### src/cvd_pkg.sv
// Package for the chained vibration driver: codes, constant tables and state type.
package cvd_pkg;

    localparam int PHASE_STEPS = 200;
    localparam int PHASE_W     = 8;
    localparam int AMP_W       = 7;
    localparam int UA_W        = 14;
    localparam int UB_W        = 13;
    localparam int UC_W        = 6;
    localparam int PROD_W      = 26;
    localparam int RECIP_SHIFT = 19;

    localparam logic [PHASE_W-1:0] HALF_STEPS = PHASE_W'(100);
    localparam logic [PHASE_W:0]   FULL_STEPS = (PHASE_W+1)'(200);
    localparam logic [UB_W-1:0]    RECIP_100  = UB_W'(5243);
    localparam logic [UC_W-1:0]    ROUND_HALF = UC_W'(50);
    localparam logic [AMP_W-1:0]   AMP_MAX    = AMP_W'(100);

    localparam logic [1:0] FS_IDLE = 2'd0;
    localparam logic [1:0] FS_DUTY = 2'd1;
    localparam logic [1:0] FS_FREQ = 2'd2;

    localparam logic [2:0] FREQ_RESET = 3'd3;

    typedef enum logic [2:0] {
        S_IDLE,
        S_MUL1,
        S_DIV1,
        S_MUL2,
        S_DIV2,
        S_FINISH,
        S_DONE
    } t_state;

    localparam logic [6:0] PERIOD_TABLE [8] = '{
        7'd85, 7'd72, 7'd60, 7'd52, 7'd44, 7'd37, 7'd32, 7'd27
    };

    localparam logic [6:0] DUTY_PCT [32] = '{
        7'd0,  7'd3,  7'd6,  7'd10, 7'd13, 7'd16, 7'd19, 7'd22,
        7'd26, 7'd29, 7'd32, 7'd35, 7'd38, 7'd42, 7'd45, 7'd48,
        7'd51, 7'd54, 7'd57, 7'd61, 7'd64, 7'd67, 7'd70, 7'd73,
        7'd77, 7'd80, 7'd83, 7'd86, 7'd89, 7'd93, 7'd96, 7'd99
    };

    localparam logic [3:0] DUTY_LVL [32] = '{
        4'd0,  4'd0,  4'd0,  4'd1,  4'd2,  4'd2,  4'd3,  4'd3,
        4'd4,  4'd4,  4'd5,  4'd5,  4'd6,  4'd6,  4'd7,  4'd7,
        4'd8,  4'd8,  4'd9,  4'd9,  4'd10, 4'd10, 4'd11, 4'd11,
        4'd12, 4'd12, 4'd13, 4'd13, 4'd14, 4'd14, 4'd15, 4'd15
    };

    localparam logic [6:0] SINE_ROM [100] = '{
        7'd0,  7'd3,  7'd6,  7'd10, 7'd13, 7'd16, 7'd19, 7'd22, 7'd25, 7'd28,
        7'd31, 7'd34, 7'd37, 7'd40, 7'd43, 7'd46, 7'd49, 7'd51, 7'd54, 7'd57,
        7'd59, 7'd62, 7'd64, 7'd67, 7'd69, 7'd71, 7'd73, 7'd76, 7'd78, 7'd80,
        7'd81, 7'd83, 7'd85, 7'd87, 7'd88, 7'd90, 7'd91, 7'd92, 7'd93, 7'd95,
        7'd95, 7'd96, 7'd97, 7'd98, 7'd98, 7'd99, 7'd99, 7'd100, 7'd100, 7'd100,
        7'd100, 7'd100, 7'd100, 7'd99, 7'd99, 7'd98, 7'd98, 7'd97, 7'd96, 7'd95,
        7'd95, 7'd93, 7'd92, 7'd91, 7'd90, 7'd88, 7'd87, 7'd85, 7'd83, 7'd81,
        7'd80, 7'd78, 7'd76, 7'd73, 7'd71, 7'd69, 7'd67, 7'd64, 7'd62, 7'd59,
        7'd57, 7'd54, 7'd51, 7'd49, 7'd46, 7'd43, 7'd40, 7'd37, 7'd34, 7'd31,
        7'd28, 7'd25, 7'd22, 7'd19, 7'd16, 7'd13, 7'd10, 7'd6,  7'd3,  7'd0
    };

endpackage

### src/chained_vibration_driver.sv
// Daisy-chained vibration actuator node: byte router, frame decoder and PWM envelope.
//
// Input stream: s_axis_tuser = 0 carries a received serial byte in s_axis_tdata,
// s_axis_tuser = 1 is a PWM period tick (tdata ignored). Every transaction gives
// exactly one output transaction with the forwarded byte (m_axis_tuser = 1 when
// it must go downstream) and the current drive status.
// A byte, or a tick while stopped, goes from acceptance straight to the done state,
// which loads the output register, and the input is ready again after that. A tick
// while running first passes through the multiply, divide and finish states:
// one multiply-add unit with a reciprocal multiply for the divide by 100 is
// stepped four times by the sequencer (envelope times duty, divide, period times
// amplitude, divide), then the finish state updates the bridge state and PWM hold.
// s_axis_tready is high only while the sequencer is idle, so one transaction is
// in flight at a time; the next may be accepted while the previous result still
// waits in the output register.
// If the receiver stalls, the result is held in the output register; a finished
// computation waits in its final state until that register frees up.
// Reset (i_rst_n low, synchronous) stops the drive, clears the frame decoder,
// phase, duty and PWM hold, selects frequency entry 3 and drops m_axis_tvalid.
module chained_vibration_driver
    import cvd_pkg::*;
(
    input  logic        i_clk,
    input  logic        i_rst_n,
    input  logic        s_axis_tvalid,
    output logic        s_axis_tready,
    input  logic [7:0]  s_axis_tdata,   // [7:0] byte_in
    input  logic        s_axis_tuser,   // [0] func
    output logic        m_axis_tvalid,
    input  logic        m_axis_tready,
    output logic [31:0] m_axis_tdata,   // [7:0] fwd_byte, [8] running, [15:9] period_value,
                                        // [25:16] pwm_value, [26] bridge_opposite,
                                        // [30:27] intensity_level, [31] zero
    output logic        m_axis_tuser    // [0] fwd_valid
);

    t_state               r_state, n_state;
    logic [1:0]           r_frame, n_frame;
    logic [4:0]           r_held, n_held;
    logic [6:0]           r_duty, n_duty;
    logic [3:0]           r_level, n_level;
    logic [2:0]           r_freq, n_freq;
    logic [PHASE_W-1:0]   r_phase, n_phase;
    logic                 r_running, n_running;
    logic                 r_bridge, n_bridge;
    logic [9:0]           r_pwm, n_pwm;
    logic [PROD_W-1:0]    r_prod, n_prod;
    logic                 r_fwd_valid, n_fwd_valid;
    logic [7:0]           r_fwd_byte, n_fwd_byte;
    logic                 r_out_valid, n_out_valid;
    logic [31:0]          r_out_data, n_out_data;
    logic                 r_out_user, n_out_user;

    logic                 s_fire;
    logic                 out_free;
    logic                 load_out;
    logic                 unit_en;
    logic [UA_W-1:0]      u_a;
    logic [UB_W-1:0]      u_b;
    logic [UC_W-1:0]      u_c;
    logic [UA_W+UB_W-1:0] u_full;
    logic [PHASE_W:0]     phase_inc;
    logic [6:0]           sine_idx;
    logic [PHASE_W-1:0]   mirror;
    logic [AMP_W-1:0]     amp;
    logic [AMP_W-1:0]     h_val;
    logic                 on_win;
    logic [5:0]           addr;
    logic [5:0]           addr_dec;

    assign s_fire   = s_axis_tvalid && s_axis_tready;
    assign out_free = !r_out_valid || m_axis_tready;

    // next state
    always_comb begin
        n_state = r_state;
        unique case (r_state)
            S_IDLE: begin
                if (s_fire) begin
                    n_state = (s_axis_tuser && r_running) ? S_MUL1 : S_DONE;
                end
            end
            S_MUL1:   n_state = S_DIV1;
            S_DIV1:   n_state = S_MUL2;
            S_MUL2:   n_state = S_DIV2;
            S_DIV2:   n_state = S_FINISH;
            S_FINISH: n_state = S_DONE;
            S_DONE: begin
                if (out_free) begin
                    n_state = S_IDLE;
                end
            end
            default:  n_state = S_IDLE;
        endcase
    end

    // envelope index and amplitude taps
    always_comb begin
        mirror = PHASE_W'(FULL_STEPS - (PHASE_W+1)'(1) - {1'b0, r_phase});
        if (r_phase < HALF_STEPS) begin
            sine_idx = r_phase[6:0];
        end else if ({1'b0, r_phase} < FULL_STEPS) begin
            sine_idx = mirror[6:0];
        end else begin
            sine_idx = '0;
        end
        amp    = (r_prod[PROD_W-1:RECIP_SHIFT] > AMP_MAX) ? AMP_MAX
                                                            : r_prod[PROD_W-1:RECIP_SHIFT];
        h_val  = r_prod[PROD_W-1:RECIP_SHIFT];
        on_win = ({1'b0, r_phase} < {2'b00, r_duty})
              || ((r_phase >= HALF_STEPS)
                  && ({1'b0, r_phase} < ({1'b0, HALF_STEPS} + {2'b00, r_duty})));
    end

    // sequencer outputs: handshake and shared unit operands
    always_comb begin
        s_axis_tready = 1'b0;
        load_out      = 1'b0;
        unit_en       = 1'b0;
        u_a           = '0;
        u_b           = '0;
        u_c           = '0;
        unique case (r_state)
            S_IDLE: s_axis_tready = 1'b1;
            S_MUL1: begin
                unit_en = 1'b1;
                u_a     = UA_W'(SINE_ROM[sine_idx]);
                u_b     = UB_W'(r_duty);
                u_c     = ROUND_HALF;
            end
            S_DIV1, S_DIV2: begin
                unit_en = 1'b1;
                u_a     = r_prod[UA_W-1:0];
                u_b     = RECIP_100;
            end
            S_MUL2: begin
                unit_en = 1'b1;
                u_a     = UA_W'(PERIOD_TABLE[r_freq]);
                u_b     = UB_W'(amp);
                u_c     = ROUND_HALF;
            end
            S_FINISH: ;
            S_DONE:   load_out = out_free;
            default:  ;
        endcase
    end

    assign u_full    = ((UA_W+UB_W)'(u_a) * (UA_W+UB_W)'(u_b)) + (UA_W+UB_W)'(u_c);
    assign phase_inc = {1'b0, r_phase} + (PHASE_W+1)'(1);
    assign addr      = s_axis_tdata[6:1];
    assign addr_dec  = addr - 6'd1;

    // datapath next values
    always_comb begin
        n_frame     = r_frame;
        n_held      = r_held;
        n_duty      = r_duty;
        n_level     = r_level;
        n_freq      = r_freq;
        n_phase     = r_phase;
        n_running   = r_running;
        n_bridge    = r_bridge;
        n_pwm       = r_pwm;
        n_prod      = r_prod;
        n_fwd_valid = r_fwd_valid;
        n_fwd_byte  = r_fwd_byte;
        n_out_valid = r_out_valid;
        n_out_data  = r_out_data;
        n_out_user  = r_out_user;

        if (unit_en) begin
            n_prod = u_full[PROD_W-1:0];
        end

        if (s_fire) begin
            n_fwd_valid = 1'b0;
            n_fwd_byte  = '0;
            if (s_axis_tuser) begin
                if (r_running) begin
                    n_phase = (phase_inc >= (PHASE_W+1)'(PHASE_STEPS)) ? '0
                                                                       : phase_inc[PHASE_W-1:0];
                end
            end else if (!s_axis_tdata[7]) begin
                if (addr != 6'd0) begin
                    n_frame     = FS_IDLE;
                    n_fwd_valid = 1'b1;
                    n_fwd_byte  = {1'b0, addr_dec, s_axis_tdata[0]};
                end else if (!s_axis_tdata[0]) begin
                    n_frame   = FS_IDLE;
                    n_running = 1'b0;
                    n_duty    = '0;
                    n_level   = '0;
                end else begin
                    n_frame = FS_DUTY;
                end
            end else begin
                case (r_frame)
                    FS_IDLE: begin
                        n_fwd_valid = 1'b1;
                        n_fwd_byte  = s_axis_tdata;
                    end
                    FS_DUTY: begin
                        n_held  = s_axis_tdata[4:0];
                        n_frame = FS_FREQ;
                    end
                    FS_FREQ: begin
                        n_freq    = s_axis_tdata[2:0];
                        n_running = 1'b1;
                        n_duty    = DUTY_PCT[r_held];
                        n_level   = DUTY_LVL[r_held];
                        n_frame   = FS_IDLE;
                    end
                    default: n_frame = FS_IDLE;
                endcase
            end
        end

        if (r_state == S_FINISH) begin
            n_bridge = on_win;
            n_pwm    = on_win ? {1'b0, h_val, 2'b00} : 10'd1;
        end

        if (load_out) begin
            n_out_valid = 1'b1;
            n_out_user  = r_fwd_valid;
            n_out_data  = {1'b0, r_level, r_bridge, r_pwm, PERIOD_TABLE[r_freq],
                           r_running, r_fwd_byte};
        end else if (m_axis_tready) begin
            n_out_valid = 1'b0;
        end
    end

    always_ff @(posedge i_clk) begin
        if (!i_rst_n) begin
            r_state     <= S_IDLE;
            r_frame     <= FS_IDLE;
            r_held      <= '0;
            r_duty      <= '0;
            r_level     <= '0;
            r_freq      <= FREQ_RESET;
            r_phase     <= '0;
            r_running   <= 1'b0;
            r_bridge    <= 1'b0;
            r_pwm       <= '0;
            r_fwd_valid <= 1'b0;
            r_out_valid <= 1'b0;
        end else begin
            r_state     <= n_state;
            r_frame     <= n_frame;
            r_held      <= n_held;
            r_duty      <= n_duty;
            r_level     <= n_level;
            r_freq      <= n_freq;
            r_phase     <= n_phase;
            r_running   <= n_running;
            r_bridge    <= n_bridge;
            r_pwm       <= n_pwm;
            r_fwd_valid <= n_fwd_valid;
            r_out_valid <= n_out_valid;
        end
    end

    always_ff @(posedge i_clk) begin
        r_prod     <= n_prod;
        r_fwd_byte <= n_fwd_byte;
        r_out_data <= n_out_data;
        r_out_user <= n_out_user;
    end

    assign m_axis_tvalid = r_out_valid;
    assign m_axis_tdata  = r_out_data;
    assign m_axis_tuser  = r_out_user;

endmodule
### config.mk
export PLATFORM = sky130hd
export DESIGN_NAME = chained_vibration_driver
export DESIGN_NICKNAME = d
export VERILOG_FILES = /design/src/cvd_pkg.sv /design/src/chained_vibration_driver.sv
export SDC_FILE = /design/constraint.sdc
export NUM_CORES = 1
export LEC_CHECK = 0
export ABC_AREA = 1
export ABC_CLOCK_PERIOD_IN_PS = 7600
export BUFFER_PORTS_ARGS = -buffer_cell sky130_fd_sc_hd__clkbuf_2
export CORE_ASPECT_RATIO = 0.9
export CORE_MARGIN = 8
export CORE_UTILIZATION = 59
export CTS_CLUSTER_SIZE = 24
export DETAILED_ROUTE_END_ITERATION = 16
export PLACE_DENSITY = 0.8
export SETUP_SLACK_MARGIN = 0.05
export SLEW_MARGIN = 5
export SYNTH_ARGS = -nofsm -noshare
export SYNTH_HDL_FRONTEND = slang
export SYNTH_SLANG_ARGS = --single-unit
export TNS_END_PERCENT = 10
### constraint.sdc
create_clock -name i_clk -period 7.6 [get_ports i_clk]
set_input_delay 1.52 -clock i_clk [delete_from_list [all_inputs] [get_ports i_clk]]
set_output_delay 1.52 -clock i_clk [all_outputs]
set_load 0.01 [all_outputs]
==> qor.yml <==
global_routing:
  grt_overflow_total: 0
  first_global_vias: 8957
  globalRouteMet1Util_pct: 28.4
  first_pass_grt_wire_length_um: 42700
  grtUsageTotal_pct: 22.5
  grt_antenna_before_repair: 0
  groute.layer.met3.usage_pct: 4.19
  grt.busiest_layer: "met2"
  grt_start_max_net_pins: 31
  gr-usage-met2_pct: 38.3
cells_and_area:
  synthToLayoutAreaGrowth_pct: 6.80
  final_layout_size_suffix_gt1_share_pct: 7.25
  final_nets: 1641
  final_area_um2: 11600
  antenna_cells_inserted: 0
synthesis:
  netlist_top_cells_area: "sky130_fd_sc_hd__ha_1 19%, sky130_fd_sc_hd__edfxtp_1 16%, sky130_fd_sc_hd__fa_1 14%"
  async_reset_ff_share_pct: 0
  synth-compound-area-share_pct: 10.6
  post_synth_num_cell_types: 47
  synth-xor-area-share_pct: 2.82
  ys.warnings.count: 0
  synth_top_cells_by_count: "253 x sky130_fd_sc_hd__nand2_1, 236 x sky130_fd_sc_hd__inv_1, 163 x sky130_fd_sc_hd__ha_1"
  synth.ff_latch_count: 103
  synthAdderAreaFrac_pct: 32.9
  synthMostInstantiatedCell: "sky130_fd_sc_hd__nand2_1"
  post_synth_instance_area_um2: 10900
  dominantRegCellSynth: "sky130_fd_sc_hd__edfxtp_1"
  syn-instance-count: 1351
  synthDominantAreaCellType: "sky130_fd_sc_hd__ha_1"
  synth-edff-count: 59
  yosys.area_share.simple_pct: 19.2
  ys_seq_area_share_pct: 24.4
  muxShareOfSynthArea_pct: 0
  largest_family_of_logic_cells_by_synthesized_area: "adder cells"
  avgSynthCellArea_um2: 8.05
  synth_top_area_share_pct: 18.7
min_path:
  min_delay_worst_endpoint: "m_axis_tdata[2]$_DFFE_PP_"
  holdCritPathClass: "register to register"
  hold_start: "r_fwd_byte[2]$_SDFFCE_PP0P_"
  hold_depth: 0
timing:
  timing_hold_violations_final: 0
  rsz0062_at_grt: "no"
  tightestPinTransition_ns: 1.04
  setup-tns-final_ns: 0
  clock-skew-final_ns: 0.0155
  report.final.setup_viol: 0
  period_needed_ns: 7.03
  period_utilization_post_route_pct: 92.5
  clock.fmax_ghz: 0.142
  finalMaxSlewViolations: 0
  slew_headroom_pct: 30.3
worst_setup_path:
  slowest_delay_ns: 0.54
  cp_common_cell: "sky130_fd_sc_hd__nand2_1"
  crit_slowest_cell: "sky130_fd_sc_hd__dfxtp_1"
  worstRegToRegCells: 32
  worstReg2RegEnd: "r_prod[25]$_DFFE_PP_"
  cp_max_fo: 11
  critical_path_start_type: "register"
  criticalPathCategory: "register to register"
  setup.reg_to_reg.worst_slack_ns: 0.57
  worstSetupEndpointType: "register"
  worstPathArrival_ns: 7.12
  rr_startpoint: "r_phase[5]$_SDFFE_PN0P_"
  crit_required_ns: 7.69
die:
  floorplan.die.height_um: 145
  die_w_um: 159
  fp.dieArea_um2: 23000
  floorplan.io_pins: 48
  floorplan.rows: 47
  floorplan.core_area_um2: 18200
  initial_core_util_pct: 59.7
placement:
  placed_wire_length_estimate_um: 20300
  dpl_cell_area_um2: 11300
  routability_driven_placement_congestion_ratio: 0.939
  port-buffer-count: 44
cts:
  cts.sinks: 103
  cts_tree: "yes"
  tritoncts.num_buffers: 9
  cts-root-to-sink-buffers: 2
  insertion_delay_ns: 0.35
  cts.clk_slew.worst_paths_ns: 0.07
  cts.hold.buffers_added: 0
  cts_setup_buffers: 0
  cts.root.buffer_cell: "sky130_fd_sc_hd__clkbuf_16"
  cts_max_level: 3
run_status:
  status: "finished clean"
route:
  wl_final_um: 25300
  vias: 9104
  drt-initial-drc-count: 701
  firstDrtPassIters: 7
  drt-vias-per-instance: 5.56
  final_antenna_net_count: 0
  wl_per_cell_um: 15.4
  drc: 0
run:
  maxCapViolCount: 0
-- sequential cells by signal, summed over array words and instances (netlist names) --
register / count
r_frame: 2
r_held: 5
r_phase: 8
r_fwd_valid: 1
r_fwd_byte: 8
m_axis_tvalid: 1
r_state: 3
r_freq: 3
m_axis_tdata: 29
r_level: 4
r_duty: 7
m_axis_tuser: 1
r_pwm: 8
r_running: 1
r_bridge: 1
r_prod: 21
-- layer usage --
metal	wire length, um	share of wire [%]
met4	669	2.6
met2	12000	48
met5	0	0
met1	10900	43
met3	1700	6.7
-- per-stage QoR --
stage / hold WS, ns / setup slack, ns / cells / utilization (%)
3_5_place_dp: 0.408 / 0.552 / 1622 / 62.1
3_3_place_gp: 0.400 / 0.647 / 1622 / 62.1
6_report: 0.424 / 0.570 / 1638 / 63.7
5_1_grt: 0.443 / 0.0755 / 1638 / 63.7
4_1_cts: 0.425 / 0.499 / 1638 / 63.7
2_1_floorplan: 0.400 / 1.25 / 1359 / -
-- cell families (layout without fill, tap and decap cells) --
family | after synthesis | count (layout)
and+or+nand+nor | 482 | 482
buffers and inverters | 278 | 312
adders and majority gates | 240 | 240
AOI/OAI and AO/OA | 211 | 211
DFF | 103 | 103
xor gates and xnor gates | 35 | 35
other | 2 | 10
-- cell usage in the layout, fill, tap and decap left out, types with 2 or more instances in the layout --
master,Yosys,layout
sky130_fd_sc_hd__xor2_1,28,28
sky130_fd_sc_hd__clkbuf_2,0,44
sky130_fd_sc_hd__a211oi_1,8,8
sky130_fd_sc_hd__conb_1,2,10
sky130_fd_sc_hd__nand4_1,9,9
sky130_fd_sc_hd__o22ai_1,6,6
sky130_fd_sc_hd__o211ai_1,5,5
sky130_fd_sc_hd__o21bai_1,5,5
sky130_fd_sc_hd__clkinv_2,0,2
sky130_fd_sc_hd__fa_1,77,77
sky130_fd_sc_hd__buf_4,7,6
sky130_fd_sc_hd__nor3_1,11,11
sky130_fd_sc_hd__clkbuf_16,0,9
sky130_fd_sc_hd__clkbuf_1,17,2
sky130_fd_sc_hd__inv_2,6,6
sky130_fd_sc_hd__or2_2,4,4
sky130_fd_sc_hd__nor2_2,2,3
sky130_fd_sc_hd__o31ai_1,2,2
sky130_fd_sc_hd__a21oi_1,126,125
sky130_fd_sc_hd__xnor2_1,7,7
sky130_fd_sc_hd__nand2_4,3,3
sky130_fd_sc_hd__nand2_2,9,9
sky130_fd_sc_hd__nand3b_1,2,2
sky130_fd_sc_hd__clkinv_1,3,3
sky130_fd_sc_hd__o21a_1,2,2
sky130_fd_sc_hd__ha_1,163,163
sky130_fd_sc_hd__inv_1,236,236
sky130_fd_sc_hd__o21ai_1,3,3
sky130_fd_sc_hd__nor2_1,84,83
sky130_fd_sc_hd__a31oi_1,4,4
sky130_fd_sc_hd__nand2_1,253,253
sky130_fd_sc_hd__nand3_1,96,96
sky130_fd_sc_hd__edfxtp_1,59,59
sky130_fd_sc_hd__nor4_1,3,2
sky130_fd_sc_hd__nand3_2,4,4
sky130_fd_sc_hd__dfxtp_1,44,43
sky130_fd_sc_hd__o21ai_0,43,43
-- worst max-delay path, delay by kind of cell, from the launching register on --
| kind | cells | cell delay (ns) |
|---|---|---|
| AO/OA/AOI/OAI | 2 | 0.36 |
| XOR/XNOR | 1 | 0.15 |
| adder cells (fa/ha/maj) | 8 | 3.07 |
| buffers and inverters | 4 | 0.30 |
| flip-flops | 1 | 0.54 |
| AND/OR/NAND/NOR | 17 | 2.34 |
-- layout make-up --
| cell class | instances | area, um2 |
|---|---|---|
| timing repair buffer | 50 | 265 |
| clock inverter | 5 | 56.3 |
| sequential | 103 | 2650 |
| tap | 245 | 307 |
| fill | 1584 | 6610 |
| inverter | 246 | 926 |
| multi-input combinational | 978 | 7180 |
| clock buffer | 11 | 233 |
-- how the worst max path moves through the flow --
stage / start / to / cells after the start
final: r_phase[5]$_SDFFE_PN0P_ / r_prod[25]$_DFFE_PP_ / 32
after CTS: r_phase[6]$_SDFFE_PN0P_ / r_prod[25]$_DFFE_PP_ / 32
after global placement: r_phase[6]$_SDFFE_PN0P_ / r_prod[25]$_DFFE_PP_ / 32
after global routing: r_phase[2]$_SDFFE_PN0P_ / r_prod[23]$_DFFE_PP_ / 32
after detailed placement: r_phase[6]$_SDFFE_PN0P_ / r_prod[25]$_DFFE_PP_ / 32
after floorplan: r_phase[6]$_SDFFE_PN0P_ / r_prod[25]$_DFFE_PP_ / 37
-- timing repair --
item | in CTS | in global routing
endpoints found under the hold margin | 0 | 0
resized for setup | 0 | 2
setup endpoints to repair | 0 | 2
Power is left out: the tool's default activity adds up to more than one toggle a clock period on the data nets, which glitch-free logic cannot reach.
